$ cat src/rtl/core/ddo_pkg.sv
// ----------------------------------------------------------------------------
// Odometry package
// Shared constants, widths, register indexes and the CORDIC arctangent table.
// ----------------------------------------------------------------------------
package ddo_pkg;

    localparam int CORDIC_STEPS_DEF = 16;
    localparam int ATAN_ROWS        = 24;

    localparam int PI_Q13      = 25736;
    localparam int HALF_PI_Q13 = 12868;
    localparam int TWO_PI_Q13  = 51472;
    localparam int GAIN_Q30    = 652032874;

    localparam logic [15:0] CPT_RST = 16'd5719;
    localparam logic [15:0] IWB_RST = 16'd2913;

    localparam int ADDR_W = 3;
    localparam int CNT_W  = 32;
    localparam int HD_W   = 16;
    localparam int DIF_W  = 34;   // sum or difference of two 33-bit deltas
    localparam int MA_W   = 47;   // multiplicand of the serial multiplier
    localparam int MB_W   = 26;   // multiplier, consumed one bit per cycle
    localparam int MP_W   = MA_W + MB_W;
    localparam int T_W    = 49;   // heading sum before the wrap

    typedef enum logic [0:0] {
        REG_CM_PER_TICK    = 1'b0,
        REG_INV_WHEEL_BASE = 1'b1
    } t_reg_idx;

    // atan(2^-i) in Q30
    function automatic logic [29:0] f_atan(input logic [4:0] i);
        logic [29:0] v;
        case (i)
            5'd0:    v = 30'd843314857;
            5'd1:    v = 30'd497837829;
            5'd2:    v = 30'd263043837;
            5'd3:    v = 30'd133525159;
            5'd4:    v = 30'd67021688;
            5'd5:    v = 30'd33543516;
            5'd6:    v = 30'd16775851;
            5'd7:    v = 30'd8388437;
            5'd8:    v = 30'd4194283;
            5'd9:    v = 30'd2097149;
            5'd10:   v = 30'd1048576;
            5'd11:   v = 30'd524288;
            5'd12:   v = 30'd262144;
            5'd13:   v = 30'd131072;
            5'd14:   v = 30'd65536;
            5'd15:   v = 30'd32768;
            5'd16:   v = 30'd16384;
            5'd17:   v = 30'd8192;
            5'd18:   v = 30'd4096;
            5'd19:   v = 30'd2048;
            5'd20:   v = 30'd1024;
            5'd21:   v = 30'd512;
            5'd22:   v = 30'd256;
            5'd23:   v = 30'd128;
            default: v = 30'd0;
        endcase
        return v;
    endfunction

endpackage

$ cat src/rtl/core/ddo_if.sv
// ----------------------------------------------------------------------------
// Odometry channels
// Valid/ready channels for encoder count words and pose words.
// ----------------------------------------------------------------------------
interface ddo_in_if;
    logic                valid;
    logic                ready;
    logic signed [31:0]  left_count;
    logic signed [31:0]  right_count;
    modport source(output valid, left_count, right_count, input ready);
    modport sink(input valid, left_count, right_count, output ready);
endinterface

interface ddo_out_if;
    logic                valid;
    logic                ready;
    logic signed [31:0]  pos_x;
    logic signed [31:0]  pos_y;
    logic signed [15:0]  heading;
    modport source(output valid, pos_x, pos_y, heading, input ready);
    modport sink(input valid, pos_x, pos_y, heading, output ready);
endinterface

$ cat src/rtl/core/ddo_smul.sv
// ----------------------------------------------------------------------------
// Serial multiplier
// Signed shift-add multiplier that consumes one multiplier bit per cycle.
// ----------------------------------------------------------------------------
module ddo_smul (
    input  logic                              i_clk,
    input  logic                              i_rst_n,
    input  logic                              i_start,
    input  logic signed [ddo_pkg::MA_W-1:0]   i_a,
    input  logic signed [ddo_pkg::MB_W-1:0]   i_b,
    output logic                              o_done,
    output logic signed [ddo_pkg::MP_W-1:0]   o_prod
);
    localparam int CW = $clog2(ddo_pkg::MB_W);

    logic signed [ddo_pkg::MP_W-1:0] r_acc;
    logic signed [ddo_pkg::MP_W-1:0] r_a;
    logic        [ddo_pkg::MB_W-1:0] r_b;
    logic        [CW-1:0]            r_cnt;
    logic                            r_busy;
    logic                            r_done;
    logic signed [ddo_pkg::MP_W-1:0] w_term;

    assign w_term = r_b[0] ? r_a : '0;

    // The top multiplier bit has negative weight, so its partial product is subtracted.
    always_ff @(posedge i_clk) begin
        if (!i_rst_n) begin
            r_busy <= 1'b0;
            r_done <= 1'b0;
            r_cnt  <= '0;
        end else begin
            r_done <= 1'b0;
            if (i_start) begin
                r_acc  <= '0;
                r_a    <= ddo_pkg::MP_W'(i_a);
                r_b    <= i_b;
                r_cnt  <= '0;
                r_busy <= 1'b1;
            end else if (r_busy) begin
                if (r_cnt == CW'(ddo_pkg::MB_W - 1)) begin
                    r_acc  <= r_acc - w_term;
                    r_busy <= 1'b0;
                    r_done <= 1'b1;
                end else begin
                    r_acc <= r_acc + w_term;
                end
                r_a   <= r_a <<< 1;
                r_b   <= r_b >> 1;
                r_cnt <= r_cnt + 1'b1;
            end
        end
    end

    assign o_done = r_done;
    assign o_prod = r_acc;

endmodule

$ cat src/rtl/core/ddo_cordic.sv
// ----------------------------------------------------------------------------
// CORDIC rotator
// Iterative cosine and sine of a Q3.13 heading, rounded to Q22.
// ----------------------------------------------------------------------------
module ddo_cordic #(
    parameter int STEPS = ddo_pkg::CORDIC_STEPS_DEF
) (
    input  logic                              i_clk,
    input  logic                              i_rst_n,
    input  logic                              i_start,
    input  logic signed [ddo_pkg::HD_W-1:0]   i_angle,
    output logic                              o_busy,
    output logic signed [ddo_pkg::MB_W-1:0]   o_cos,
    output logic signed [ddo_pkg::MB_W-1:0]   o_sin
);
    localparam int N    = (STEPS > ddo_pkg::ATAN_ROWS) ? ddo_pkg::ATAN_ROWS : STEPS;
    localparam int CW   = $clog2(N);
    localparam int CORW = 34;

    logic signed [CORW-1:0] r_x, r_y, r_z;
    logic        [CW-1:0]   r_cnt;
    logic                   r_busy;
    logic                   r_flip;

    logic signed [CORW-1:0] w_xs, w_ys, w_at;
    logic signed [16:0]     w_a;
    logic                   w_flip;
    logic signed [CORW-1:0] w_c, w_s, w_cr, w_sr;

    assign w_xs = r_x >>> r_cnt;
    assign w_ys = r_y >>> r_cnt;
    assign w_at = $signed(CORW'(ddo_pkg::f_atan(5'(r_cnt))));

    // Headings beyond a quarter turn are rotated by a half turn and the results negated.
    always_comb begin
        w_a    = 17'(i_angle);
        w_flip = 1'b0;
        if (i_angle > 16'(ddo_pkg::HALF_PI_Q13)) begin
            w_a    = 17'(i_angle) - 17'(ddo_pkg::PI_Q13);
            w_flip = 1'b1;
        end else if (i_angle < -16'(ddo_pkg::HALF_PI_Q13)) begin
            w_a    = 17'(i_angle) + 17'(ddo_pkg::PI_Q13);
            w_flip = 1'b1;
        end
    end

    always_ff @(posedge i_clk) begin
        if (!i_rst_n) begin
            r_busy <= 1'b0;
            r_cnt  <= '0;
        end else if (i_start) begin
            r_x    <= CORW'(ddo_pkg::GAIN_Q30);
            r_y    <= '0;
            r_z    <= $signed({w_a, 17'b0});
            r_flip <= w_flip;
            r_cnt  <= '0;
            r_busy <= 1'b1;
        end else if (r_busy) begin
            if (r_z >= 0) begin
                r_x <= r_x - w_ys;
                r_y <= r_y + w_xs;
                r_z <= r_z - w_at;
            end else begin
                r_x <= r_x + w_ys;
                r_y <= r_y - w_xs;
                r_z <= r_z + w_at;
            end
            if (r_cnt == CW'(N - 1)) begin
                r_busy <= 1'b0;
            end
            r_cnt <= r_cnt + 1'b1;
        end
    end

    assign w_c  = r_flip ? -r_x : r_x;
    assign w_s  = r_flip ? -r_y : r_y;
    assign w_cr = w_c + CORW'(128);
    assign w_sr = w_s + CORW'(128);

    assign o_busy = r_busy;
    assign o_cos  = ddo_pkg::MB_W'(w_cr >>> 8);
    assign o_sin  = ddo_pkg::MB_W'(w_sr >>> 8);

endmodule

$ cat src/rtl/core/ddo_wrap.sv
// ----------------------------------------------------------------------------
// Heading wrap
// Bit-serial true modulo of the new heading into one turn, then offset.
// ----------------------------------------------------------------------------
module ddo_wrap (
    input  logic                              i_clk,
    input  logic                              i_rst_n,
    input  logic                              i_start,
    input  logic signed [ddo_pkg::T_W-1:0]    i_t,
    output logic                              o_busy,
    output logic signed [ddo_pkg::HD_W-1:0]   o_heading
);
    localparam int UW = ddo_pkg::T_W - 1;
    localparam int CW = $clog2(UW);
    localparam logic [16:0] M   = 17'(ddo_pkg::TWO_PI_Q13);
    localparam logic [63:0] K64 = (64'd1 << UW) % 64'(ddo_pkg::TWO_PI_Q13);
    localparam logic [16:0] K   = K64[16:0];

    logic [UW-1:0] r_u;
    logic [16:0]   r_r;
    logic          r_neg;
    logic [CW-1:0] r_cnt;
    logic          r_busy;

    logic [16:0]        w_rr, w_rs;
    logic signed [17:0] w_v, w_fix;

    assign w_rr = {r_r[15:0], r_u[UW-1]};
    assign w_rs = (w_rr >= M) ? (w_rr - M) : w_rr;

    always_ff @(posedge i_clk) begin
        if (!i_rst_n) begin
            r_busy <= 1'b0;
            r_cnt  <= '0;
        end else if (i_start) begin
            r_u    <= i_t[UW-1:0];
            r_neg  <= i_t[UW];
            r_r    <= '0;
            r_cnt  <= '0;
            r_busy <= 1'b1;
        end else if (r_busy) begin
            r_r <= w_rs;
            r_u <= r_u << 1;
            if (r_cnt == CW'(UW - 1)) begin
                r_busy <= 1'b0;
            end
            r_cnt <= r_cnt + 1'b1;
        end
    end

    // The sign bit weighs minus 2^48, whose residue is folded in after the sweep.
    always_comb begin
        w_v   = $signed({1'b0, r_r}) - (r_neg ? $signed({1'b0, K}) : 18'sd0);
        w_fix = (w_v < 0) ? (w_v + $signed({1'b0, M})) : w_v;
    end

    assign o_busy    = r_busy;
    assign o_heading = ddo_pkg::HD_W'(w_fix - 18'(ddo_pkg::PI_Q13));

endmodule

$ cat src/rtl/core/differential_drive_odometry.sv
// ----------------------------------------------------------------------------
// Differential drive odometry
// Dead-reckoning pose update from cumulative wheel encoder counts.
// ----------------------------------------------------------------------------
//  Channel  Dir  Handshake                 Word
//  i_in     in   valid/ready               left_count, right_count
//  o_out    out  valid/ready               pos_x, pos_y, heading
//  APB      in   psel/penable, pready = 1  cm_per_tick @0, inv_wheel_base @4
//
//  Words pass one at a time through the shared serial multiplier: five
//  products run one after another, and the next word is accepted only once
//  the result has been loaded into the output register. The CORDIC and the
//  48-step heading wrap run beside the multiplier. Reset is synchronous and
//  needs no clearing pass. A new word is taken while the previous result
//  still waits in the output register; a stalled output holds only the
//  final load.
// ----------------------------------------------------------------------------
module differential_drive_odometry #(
    parameter int CORDIC_STEPS = ddo_pkg::CORDIC_STEPS_DEF
) (
    input  logic                          i_clk,
    input  logic                          i_rst_n,
    ddo_in_if.sink                        i_in,
    ddo_out_if.source                     o_out,
    input  logic                          i_psel,
    input  logic                          i_penable,
    input  logic                          i_pwrite,
    input  logic [ddo_pkg::ADDR_W-1:0]    i_paddr,
    input  logic [31:0]                   i_pwdata,
    output logic [31:0]                   o_prdata,
    output logic                          o_pready
);
    typedef enum logic [7:0] {
        S_IDLE  = 8'b0000_0001,
        S_STEP  = 8'b0000_0010,
        S_DIFF  = 8'b0000_0100,
        S_DELTA = 8'b0000_1000,
        S_MX    = 8'b0001_0000,
        S_MY    = 8'b0010_0000,
        S_WRAP  = 8'b0100_0000,
        S_DONE  = 8'b1000_0000
    } t_state;

    localparam int PW = ddo_pkg::MP_W;

    t_state r_state;
    logic signed [31:0]               r_last_l, r_last_r, r_px, r_py;
    logic signed [ddo_pkg::HD_W-1:0]  r_hd;
    logic [15:0]                      r_cpt, r_iwb;
    logic signed [ddo_pkg::DIF_W-1:0] r_dif;
    logic signed [40:0]               r_step8;
    logic signed [ddo_pkg::MA_W-1:0]  r_ma;
    logic signed [ddo_pkg::MB_W-1:0]  r_mb;
    logic                             r_mstart, r_cstart, r_wstart;
    logic signed [ddo_pkg::T_W-1:0]   r_wt;
    logic                             r_ovalid;
    logic signed [31:0]               r_ox, r_oy;
    logic signed [ddo_pkg::HD_W-1:0]  r_oh;

    logic                             w_mdone, w_cbusy, w_wbusy, w_cfg_wr, w_in_acc;
    logic signed [PW-1:0]             m_prod;
    logic signed [ddo_pkg::MB_W-1:0]  w_cos, w_sin;
    logic signed [ddo_pkg::HD_W-1:0]  w_whd;
    logic signed [32:0]               w_dl, w_dr;
    logic signed [ddo_pkg::DIF_W-1:0] w_sum, w_dif;
    logic signed [PW-1:0]             w_b9, w_b3, w_b16, w_b22;
    logic signed [PW-1:0]             w_sh9, w_sh3, w_sh16, w_sh22;
    logic signed [31:0]               w_base;
    logic signed [PW:0]               w_nx;
    logic signed [31:0]               w_sat;
    ddo_pkg::t_reg_idx                w_idx;

    ddo_smul u_smul (
        .i_clk   (i_clk),
        .i_rst_n (i_rst_n),
        .i_start (r_mstart),
        .i_a     (r_ma),
        .i_b     (r_mb),
        .o_done  (w_mdone),
        .o_prod  (m_prod)
    );

    ddo_cordic #(.STEPS(CORDIC_STEPS)) u_cordic (
        .i_clk   (i_clk),
        .i_rst_n (i_rst_n),
        .i_start (r_cstart),
        .i_angle (r_hd),
        .o_busy  (w_cbusy),
        .o_cos   (w_cos),
        .o_sin   (w_sin)
    );

    ddo_wrap u_wrap (
        .i_clk     (i_clk),
        .i_rst_n   (i_rst_n),
        .i_start   (r_wstart),
        .i_t       (r_wt),
        .o_busy    (w_wbusy),
        .o_heading (w_whd)
    );

    assign w_in_acc = i_in.valid && i_in.ready;
    assign w_cfg_wr = i_psel && i_penable && i_pwrite && o_pready;
    assign w_idx    = ddo_pkg::t_reg_idx'(i_paddr[2]);

    assign w_dl  = 33'(i_in.left_count) - 33'(r_last_l);
    assign w_dr  = 33'(i_in.right_count) - 33'(r_last_r);
    assign w_sum = ddo_pkg::DIF_W'(w_dl) + ddo_pkg::DIF_W'(w_dr);
    assign w_dif = ddo_pkg::DIF_W'(w_dr) - ddo_pkg::DIF_W'(w_dl);

    // Round to nearest with halves upward, then shift.
    assign w_b9   = m_prod + PW'(256);
    assign w_b3   = m_prod + PW'(4);
    assign w_b16  = m_prod + PW'(32768);
    assign w_b22  = m_prod + PW'(2097152);
    assign w_sh9  = w_b9 >>> 9;
    assign w_sh3  = w_b3 >>> 3;
    assign w_sh16 = w_b16 >>> 16;
    assign w_sh22 = w_b22 >>> 22;

    assign w_base = (r_state == S_MX) ? r_px : r_py;
    assign w_nx   = (PW + 1)'(w_sh22) + (PW + 1)'(w_base);

    always_comb begin
        if (w_nx > (PW + 1)'(64'sh7FFF_FFFF)) begin
            w_sat = 32'sh7FFF_FFFF;
        end else if (w_nx < (PW + 1)'(-64'sh8000_0000)) begin
            w_sat = -32'sh8000_0000;
        end else begin
            w_sat = 32'(w_nx);
        end
    end

    always_comb begin
        case (w_idx)
            ddo_pkg::REG_CM_PER_TICK:    o_prdata = 32'(r_cpt);
            ddo_pkg::REG_INV_WHEEL_BASE: o_prdata = 32'(r_iwb);
            default:                     o_prdata = '0;
        endcase
    end

    assign o_pready      = 1'b1;
    assign i_in.ready    = (r_state == S_IDLE);
    assign o_out.valid   = r_ovalid;
    assign o_out.pos_x   = r_ox;
    assign o_out.pos_y   = r_oy;
    assign o_out.heading = r_oh;

    always_ff @(posedge i_clk) begin
        if (!i_rst_n) begin
            r_state  <= S_IDLE;
            r_cpt    <= ddo_pkg::CPT_RST;
            r_iwb    <= ddo_pkg::IWB_RST;
            r_last_l <= '0;
            r_last_r <= '0;
            r_px     <= '0;
            r_py     <= '0;
            r_hd     <= ddo_pkg::HD_W'(ddo_pkg::HALF_PI_Q13);
            r_mstart <= 1'b0;
            r_cstart <= 1'b0;
            r_wstart <= 1'b0;
            r_ovalid <= 1'b0;
        end else begin
            r_mstart <= 1'b0;
            r_cstart <= 1'b0;
            r_wstart <= 1'b0;
            if (w_cfg_wr) begin
                case (w_idx)
                    ddo_pkg::REG_CM_PER_TICK:    r_cpt <= i_pwdata[15:0];
                    ddo_pkg::REG_INV_WHEEL_BASE: r_iwb <= i_pwdata[15:0];
                    default: ;
                endcase
            end
            if (r_ovalid && o_out.ready) begin
                r_ovalid <= 1'b0;
            end
            case (r_state)
                S_IDLE: begin
                    if (w_in_acc) begin
                        r_last_l <= i_in.left_count;
                        r_last_r <= i_in.right_count;
                        r_dif    <= w_dif;
                        r_ma     <= ddo_pkg::MA_W'(w_sum);
                        r_mb     <= ddo_pkg::MB_W'(r_cpt);
                        r_mstart <= 1'b1;
                        r_cstart <= 1'b1;
                        r_state  <= S_STEP;
                    end
                end
                S_STEP: begin
                    if (w_mdone) begin
                        r_step8  <= $signed(w_sh9[40:0]);
                        r_ma     <= ddo_pkg::MA_W'(r_dif);
                        r_mb     <= ddo_pkg::MB_W'(r_cpt);
                        r_mstart <= 1'b1;
                        r_state  <= S_DIFF;
                    end
                end
                S_DIFF: begin
                    if (w_mdone) begin
                        r_ma     <= $signed(w_sh3[ddo_pkg::MA_W-1:0]);
                        r_mb     <= ddo_pkg::MB_W'(r_iwb);
                        r_mstart <= 1'b1;
                        r_state  <= S_DELTA;
                    end
                end
                S_DELTA: begin
                    // The heading sum goes to the wrap unit while x and y are formed.
                    if (w_mdone) begin
                        r_wt     <= ddo_pkg::T_W'(r_hd)
                                  + ddo_pkg::T_W'($signed(w_sh16[47:0]))
                                  + ddo_pkg::T_W'(ddo_pkg::PI_Q13);
                        r_wstart <= 1'b1;
                        r_ma     <= ddo_pkg::MA_W'(r_step8);
                        r_mb     <= w_cos;
                        r_mstart <= 1'b1;
                        r_state  <= S_MX;
                    end
                end
                S_MX: begin
                    if (w_mdone) begin
                        r_px     <= w_sat;
                        r_mb     <= w_sin;
                        r_mstart <= 1'b1;
                        r_state  <= S_MY;
                    end
                end
                S_MY: begin
                    if (w_mdone) begin
                        r_py    <= w_sat;
                        r_state <= S_WRAP;
                    end
                end
                S_WRAP: begin
                    if (!w_wbusy) begin
                        r_hd    <= w_whd;
                        r_state <= S_DONE;
                    end
                end
                S_DONE: begin
                    if (!r_ovalid || o_out.ready) begin
                        r_ox     <= r_px;
                        r_oy     <= r_py;
                        r_oh     <= r_hd;
                        r_ovalid <= 1'b1;
                        r_state  <= S_IDLE;
                    end
                end
                default: r_state <= S_IDLE;
            endcase
        end
    end

`ifndef SYNTHESIS
    a_accept_starts: assert property (@(posedge i_clk) disable iff (!i_rst_n)
        w_in_acc |=> (r_state == S_STEP))
        else $error("accepted word did not start the multiplier sequence");

    a_heading_range: assert property (@(posedge i_clk) disable iff (!i_rst_n)
        (r_state == S_DONE) |-> ((r_hd >= -16'sd25736) && (r_hd <= 16'sd25735)))
        else $error("heading left the wrapped range");

    a_cordic_ready: assert property (@(posedge i_clk) disable iff (!i_rst_n)
        ((r_state == S_DELTA) && w_mdone) |-> !w_cbusy)
        else $error("CORDIC still busy when its result is needed");

    a_result_loaded: assert property (@(posedge i_clk) disable iff (!i_rst_n)
        ((r_state == S_DONE) && (!r_ovalid || o_out.ready))
            |=> (r_ovalid && (r_state == S_IDLE)))
        else $error("finished word was not presented");
`endif

endmodule

$ cat src/flat_wrapper.sv
// flat-port wrapper written by rule: the top's interface ports become plain ports
module differential_drive_odometry_flat 
#(
    parameter int CORDIC_STEPS = ddo_pkg::CORDIC_STEPS_DEF
)
  (i_clk, i_rst_n, i_psel, i_penable, i_pwrite, i_paddr, i_pwdata, o_prdata, o_pready, i_in_valid, i_in_left_count, i_in_right_count, i_in_ready, o_out_valid, o_out_pos_x, o_out_pos_y, o_out_heading, o_out_ready);
  ddo_in_if i_in_i ();
  ddo_out_if o_out_i ();
  input  logic i_clk;
  input  logic i_rst_n;
  input  logic i_psel;
  input  logic i_penable;
  input  logic i_pwrite;
  input  logic [ddo_pkg::ADDR_W-1:0] i_paddr;
  input  logic [31:0] i_pwdata;
  output logic [31:0] o_prdata;
  output logic o_pready;
  input wire logic [$bits(i_in_i.valid)-1:0] i_in_valid;
  input wire logic [$bits(i_in_i.left_count)-1:0] i_in_left_count;
  input wire logic [$bits(i_in_i.right_count)-1:0] i_in_right_count;
  output wire logic [$bits(i_in_i.ready)-1:0] i_in_ready;
  output wire logic [$bits(o_out_i.valid)-1:0] o_out_valid;
  output wire logic [$bits(o_out_i.pos_x)-1:0] o_out_pos_x;
  output wire logic [$bits(o_out_i.pos_y)-1:0] o_out_pos_y;
  output wire logic [$bits(o_out_i.heading)-1:0] o_out_heading;
  input wire logic [$bits(o_out_i.ready)-1:0] o_out_ready;
  assign i_in_i.valid = i_in_valid;
  assign i_in_i.left_count = i_in_left_count;
  assign i_in_i.right_count = i_in_right_count;
  assign i_in_ready = i_in_i.ready;
  assign o_out_valid = o_out_i.valid;
  assign o_out_pos_x = o_out_i.pos_x;
  assign o_out_pos_y = o_out_i.pos_y;
  assign o_out_heading = o_out_i.heading;
  assign o_out_i.ready = o_out_ready;
  differential_drive_odometry #(.CORDIC_STEPS(CORDIC_STEPS)) u_core (.i_clk(i_clk), .i_rst_n(i_rst_n), .i_in(i_in_i), .o_out(o_out_i), .i_psel(i_psel), .i_penable(i_penable), .i_pwrite(i_pwrite), .i_paddr(i_paddr), .i_pwdata(i_pwdata), .o_prdata(o_prdata), .o_pready(o_pready));
endmodule
$ cat config.mk
export PLATFORM = sky130hd
export DESIGN_NAME = differential_drive_odometry_flat
export DESIGN_NICKNAME = d
export VERILOG_FILES = /design/src/rtl/core/ddo_pkg.sv /design/src/rtl/core/ddo_if.sv /design/src/rtl/core/ddo_smul.sv /design/src/rtl/core/ddo_cordic.sv /design/src/rtl/core/ddo_wrap.sv /design/src/rtl/core/differential_drive_odometry.sv /design/src/flat_wrapper.sv
export SDC_FILE = /design/constraint.sdc
export NUM_CORES = 2
export LEC_CHECK = 0
export BUFFER_PORTS_ARGS = -buffer_cell sky130_fd_sc_hd__buf_2
export CAP_MARGIN = 20
export CORE_UTILIZATION = 58
export DETAILED_ROUTE_END_ITERATION = 8
export GPL_TIMING_DRIVEN = 0
export PLACE_DENSITY = 0.78
export SLEW_MARGIN = 20
export SYNTH_ARGS = -nofsm -noshare
export SYNTH_HDL_FRONTEND = slang
export SYNTH_SLANG_ARGS = --single-unit
export TNS_END_PERCENT = 1
$ cat constraint.sdc
create_clock -name i_clk -period 7.1 [get_ports i_clk]
set_input_delay 0 -clock i_clk [delete_from_list [all_inputs] [get_ports i_clk]]
set_output_delay 0 -clock i_clk [all_outputs]
set_load 0.03 [all_outputs]
== Word-level counts from Yosys, hierarchy flattened ==
Memories as Yosys holds them, arrays and structs flattened. A register that Yosys moved wholly into a read port is not among the register bits.
Cells that the tools add are included.
Word-level totals
  memories kept: 1
  flip-flop bits (word level): 825
  input port bits: 106
  bits in read-only memories: 480
  logic and storage cells: 206
Memories
  (name not given): words 16, bits a word 30, rd ports 1, clocked after memory_dff 1, write ports 0, line ddo_pkg.sv:35  | case (i)
Cells by class
  shift-type cells: 2
  multiplexer cells: 67
  bitwise logic cells: 4
  reductions and logical operators: 36
  equality and inequality tests: 19
  $add $sub $neg: 32
  order comparisons: 7
Operators with widths (count)
  73-bit two-way mux: 5
  34-bit two-way mux: 9
  47-bit two-way mux: 4
  47-bit case mux with 4 select lines: 1
  26-bit two-way mux: 7
  26-bit case mux with 5 select lines: 1
  32-bit two-way mux: 3
  48-bit two-way mux: 2
  74-bit by 32-bit > comparator with 1-bit output (second input constant): 1
  74-bit by 32-bit less-than comparator with 1-bit output (second input constant): 1
  73-bit by 23-bit adder with 73-bit output (second input constant): 1
  73-bit adder: 1
  73-bit subtractor: 1
  34-bit adder: 2
  34-bit by 9-bit adder with 34-bit output (second input constant): 2
  17-bit two-way mux: 4
  34-bit negation: 2
  34-bit by 4-bit >>> shifter with 34-bit output: 2
  34-bit subtractor: 2
  32-bit by 32-bit subtractor with 33-bit output: 2
  64-bit by 17-bit adder with 64-bit output (second input constant): 1
  8-bit two-way mux: 8
  32-bit case mux with 2 select lines: 1
  8-bit case mux with 8 select lines: 1
  56 further kinds: 103

== Depth between registers and ports, before layout ==
  depth in word-level cells: 6
  depth in mapped cells: 31
  depth with buffers taken out: 27

== Modules after synthesis ==
From an unflattened synthesis, not the netlist that was laid out.
Second synthesis, totals
  cell total of the unflattened synthesis: 7977
  area, all modules: 69781.9 um^2
Modules (own cells, without submodules)
  differential_drive_odometry: cells each 3826, area an instance 33093.0 um^2, sequential area each 12081.6 um^2, times used 1
  ddo_cordic: cells each 2303, area an instance 18956.9 um^2, sequential area each 3773.6 um^2, times used 1
  ddo_smul: cells each 1468, area an instance 13396.6 um^2, sequential area each 5305.1 um^2, times used 1
  ddo_wrap: cells each 380, area an instance 4335.4 um^2, sequential area each 2122.0 um^2, times used 1

== Worst setup path after synthesis ==
Ideal clock, no wire load.
  path type: register to register
  from: register u_core.r_state[3]
  to: register u_core.r_py[23]
  slack: 0.130 ns
  data arrival time: 6.884 ns
  period minus slack after synthesis: 6.970 ns
  cell stages (with the launch flop): 29
  data required time: 7.014 ns
  cells stage by stage: dfxtp_1 -> buf_2 -> or4_4 -> or3_1 -> nor3b_2 -> buf_6 -> buf_4 -> clkbuf_1 -> buf_1 -> clkbuf_1 -> buf_1 -> nand2_1 -> nand2_1 -> ha_1 -> clkbuf_1 -> a21o_1 -> a21o_1 -> a21o_1 -> a21oi_1 -> o211ai_1 -> nor3b_1 -> nor3_1 -> o31a_1 -> nor4bb_1 -> nand4_1 -> o31ai_2 -> o21ai_2 -> buf_2 -> a211oi_1
Between the ends
  cells in the longest elaborated chain, start to end: 6
  elaborated cells on any way between the ends: 9
Ends and longest elaborated chain
  from (decl): line differential_drive_odometry.sv:46  | t_state r_state;
  from (signal assigned): line differential_drive_odometry.sv:151  | r_state <= S_IDLE;
  from (signal assigned): line differential_drive_odometry.sv:187  | r_state <= S_STEP;
  from (signal assigned): line differential_drive_odometry.sv:196  | r_state <= S_DIFF;
  8-bit by 5-bit == test with 1-bit output: line differential_drive_odometry.sv:121  | assign w_base = (r_state == S_MX) ? r_px : r_py;
  32-bit two-way mux: line differential_drive_odometry.sv:121
  51-bit by 32-bit adder with 52-bit output: line differential_drive_odometry.sv:122  | assign w_nx = (PW + 1)'(w_sh22) + (PW + 1)'(w_base);
  74-bit by 32-bit less-than comparator with 1-bit output: line differential_drive_odometry.sv:127  | end else if (w_nx < (PW + 1)'(-64'sh8000_0000)) begin
  32-bit two-way mux: line differential_drive_odometry.sv:127
  32-bit two-way mux: line differential_drive_odometry.sv:125  | if (w_nx > (PW + 1)'(64'sh7FFF_FFFF)) begin
  to (signal assigned): line differential_drive_odometry.sv:230  | r_py <= w_sat;
  to (decl): line differential_drive_odometry.sv:47  | logic signed [31:0] r_last_l, r_last_r, r_px, r_py;
Parallel ways exist; a longest one is shown, timed or not.
A chain may end at the register's enable or synchronous reset.

== Worst setup path in the final report ==
  from: register u_core.u_smul.r_acc, in the netlist u_core.u_smul.o_prod[38]
  to: register u_core.r_py[17]
Between the ends
  cells in the longest elaborated chain, start to end: 5
  elaborated cells on any way between the ends: 6
Ends and longest elaborated chain
  from (decl): line ddo_smul.sv:16  | logic signed [ddo_pkg::MP_W-1:0] r_acc;
  from (signal assigned): line ddo_smul.sv:42  | r_acc <= r_acc - w_term;
  from (signal assigned): line ddo_smul.sv:46  | r_acc <= r_acc + w_term;
  73-bit by 23-bit adder with 73-bit output (*): line differential_drive_odometry.sv:115  | assign w_b22 = m_prod + PW'(2097152);
  51-bit by 32-bit adder with 52-bit output (*): line differential_drive_odometry.sv:122
  74-bit by 32-bit less-than comparator with 1-bit output: line differential_drive_odometry.sv:127
  32-bit two-way mux: line differential_drive_odometry.sv:127
  32-bit two-way mux (*): line differential_drive_odometry.sv:125
Mark *: on every way between the ends. The rest lies on a longest branch, timed or not.

==> results.yml <==
clocking:
  numCtsBuffers: 94
  cts_buffer_depth: 3
  cts_tree: "built"
  clk_pin_slew_ns: 0.06
  root_buffer: "clkbuf_16"
  htree_levels: 3
  clock_sinks: 854
  clock_latency_ns: 0.71
power:
  power_frac_clock: 0.281
  p_sw_w: 0.00662
  power.leakage_nw: 29.4
  pwr-share-comb: 0.369
  p_int_w: 0.0116
  swShare: 0.363
  seq_power_share: 0.350
  p_total_w: 0.0182
  ir_drop_v: 0.000259
  power.density_nw_per_um2: 245
finish:
  layout_common_cells: "nand2_1 (979), edfxtp_1 (618), nor2_1 (590), ha_1 (482), a21oi_1 (461)"
  fill_cells: 9136
  final_common_cell: "nand2_1"
  nets: 8422
  final_core_util: 0.658
  final_layout_size_suffix_gt1_frac: 0.103
  syn2layout_area_growth_pct: 12.2
synth:
  syn_inst: 7403
  ys_seq_elements: 854
  syn_area_um2: 66200
  synth-compound-area-share: 0.173
  async_reset_ff_frac: 0
  synthSimpleGateAreaFrac: 0.175
  synth_warnings: 0
  synth_top_family_by_area: "simple AND/OR/NAND/NOR gates"
  synth-edff-count: 618
  synth_cell_types: 106
  synth_ff_type: "edfxtp_1"
  syn_area_per_cell_um2: 8.94
  synth-xor-area-share: 0.106
  ys_seq_area_frac: 0.352
  yosys.area_share.adder: 0.0949
  muxShareOfSynthArea: 0.0565
worst_setup_path:
  start_kind: "flop"
  critical_path_buf_inv_count: 4
  slowest_stage: "or4b_4"
  reg2reg_slack_ns: 0.1
  crit-reg2reg-capture: "u_core.r_py[17]"
  crit_type: "reg2reg"
  timing.rr.start: "u_core.u_smul.o_prod[38]"
  cpPeakStageDelay_ns: 0.52
  critPathTopFamily: "simple AND/OR/NAND/NOR gates"
  cp_cell_sequence: "clkbuf_1, nand2_1, inv_1, nand3_1, nor2_1, nand3_1, nor4_1, xor2_1, ha_1, and4_1, or4b_4, nor2_2, o211a_4, o211a_1, nor3b_2, o31ai_1, xor2_1, or3_1, nor4_2, a31o_2, and2_1, clkbuf_4, buf_4, a211oi_1"
  worstPathArrival_ns: 7.56
  end_kind: "flop"
  critPathMaxFanout: 10
  r2r_cells: 24
  worstPathRequired_ns: 7.66
die:
  io_pins: 221
  rows: 123
  die_w_um: 340
  die-area_um2: 115000
  die_h_um: 340
  coreArea_um2: 113000
  initial_core_util: 0.586
worst_hold_path:
  min_to: "u_core.r_cpt[12]"
  hold_path_depth: 4
  hold_class: "in2reg"
  hp-start: "i_pwdata[12]"
run_status:
  status: "complete, no violations"
sta:
  setup_viol: 0
  clock_skew_ns: 0.0371
  rsz0062_at_grt: "yes"
  relSlewSlack: 0.214
  max_clock_freq_mhz: 143
  period_needed_ns: 7.00
  worst_pin_slew_ns: 1.18
  final.period_utilization: 0.986
  final_max_slew_viol_count: 0
  hold_viol_final: 0
  setup_ws_ns: 0.0986
drt:
  remaining_drc_errors: 0
  routed_wl_um: 210000
  viasPerCell: 6.29
  vias: 59100
  routedWlPerCell_um: 22.3
  drtAntennaViolNets: 0
  drt_iter0_drc: 6439
  firstDrtPassIters: 9
grt:
  grt_pass1_vias: 55700
  grt_overflow: 0
  grt_util_all_layers: 0.351
  grt_max_degree: 64
  grt_pass1_wl_um: 320000
  grt_antenna_before_repair: 1
place:
  port_buffers: 184
  hpwl_um: 159000
  place_ws_ns: -3.22
  gp_congestion: 1.00
flow_run:
  drv_cap: 0
worst max-delay path by stage:
stage,startpoint,endpoint,cells past startpoint
floorplan,u_core.r_state[3],u_core.r_py[23],28
global placement,u_core.u_smul.r_b[0],u_core.u_smul.o_prod[65],31
detailed placement,u_core.u_smul.r_b[0],u_core.u_smul.o_prod[65],31
CTS,u_core.u_smul.r_b[0],u_core.u_smul.o_prod[69],30
global route,u_core.u_smul.o_prod[38],u_core.r_py[16],24
finish,u_core.u_smul.o_prod[38],u_core.r_py[17],24
what timing repair did:
action	4_1_cts	5_1_grt
hold buffers	92	0
buffers inserted	16	15
pin swaps	9	17
setup endpoints to repair	136	93
cloned	0	1
endpoints found under the hold margin	103	0
gates resized for setup	103	78
flip-flops by register name (all words and copies together) (netlist names), 41 cells and up:
signal                cells
u_core.r_wt              49
u_core.u_wrap.r_u        48
u_core.r_ma              47
u_core.u_smul.o_prod     73
u_core.u_smul.r_a        73
u_core.r_step8           41
Yosys cell counts, drive strengths merged, types with 33 or more instances:
library cell  number  share of area
a211oi            63         0.0071
a21boi           101          0.011
a21o             152          0.017
a21oi            469          0.036
a22oi             33         0.0037
a31oi             66         0.0062
and2              55         0.0053
and3              67         0.0063
buf               94         0.0083
clkbuf           289          0.016
dfxtp            236          0.071
edfxtp           618           0.28
ha               484          0.092
inv              312          0.018
mux2             154          0.026
mux2i             51         0.0079
mux4              61          0.022
nand2            982          0.056
nand2b            96         0.0091
nand3            181          0.014
nand4             92         0.0087
nor2             597          0.034
nor2b             82         0.0078
nor3             126         0.0096
nor4              41         0.0040
o211ai            62         0.0070
o21a              62         0.0070
o21ai            417          0.032
o21bai            76         0.0086
o31ai             67         0.0078
or3               73         0.0071
xnor2            434          0.057
xor2             369          0.049
area by class of cell:
type | instances | area (um2) | share of cell area
antenna | 3 | 7.51 | 0.000101
buffer | 368 | 1710 | 0.0230
clock buffer | 120 | 2540 | 0.0343
clock inverter | 55 | 619 | 0.00834
timing repair buffer | 321 | 2400 | 0.0324
inverter | 314 | 1180 | 0.0159
tap | 1500 | 1880 | 0.0253
multi-input combinational | 5868 | 40600 | 0.547
sequential | 854 | 23300 | 0.314
layer usage:
layer | part of all wire | vias up | global-route usage
li1 | - | 27500 | -
met1 | 0.41 | 28100 | 0.465
met2 | 0.45 | 2960 | 0.568
met3 | 0.086 | 548 | 0.0544
met4 | 0.050 | 0 | 0.154
met5 | 0 | - | 0
worst register-to-register path, delay by kind of cell, from the launching register on:
family | cells | cell delay, ns
AOI/OAI and AO/OA | 5 | 1.13
xor gates and xnor gates | 2 | 0.38
adders and majority gates | 1 | 0.46
buffers and inverters | 4 | 1.00
DFF | 1 | 0.40
and+or+nand+nor | 12 | 3.48
logic make-up after synthesis:
| logic type | count (synthesis) |
|---|---|
| flip-flops | 854 |
| XOR/XNOR | 803 |
| other | 2 |
| AO/OA/AOI/OAI | 1778 |
| multiplexers | 266 |
| AND/OR/NAND/NOR | 2508 |
| buffers and inverters | 697 |
| adder cells (fa/ha/maj) | 495 |
power by group through the flow:
stage | clock network, W | registers, W | logic, W
finish | 0.00512 | 0.00638 | 0.00671
global route | 0.00532 | 0.00639 | 0.00736
CTS | 0.00515 | 0.00636 | 0.00654
detailed placement | 0 | 0.00646 | 0.00642
global placement | 0 | 0.00648 | 0.00622
floorplan | 0 | 0.00632 | 0.00493
metrics by stage:
stage	hold slack, ns	instances	cell area, um2	setup TNS (ns)
6_report	0.0470	9403	74200	0
5_1_grt	0.0707	9401	74200	-0.251
4_1_cts	0.000346	9389	73900	-0.00394
3_5_place_dp	0.231	9115	69400	-308.95
3_3_place_gp	0.229	9102	69000	-590.28
2_1_floorplan	0.124	7418	66200	0
Power figures use the tool's default switching activity.
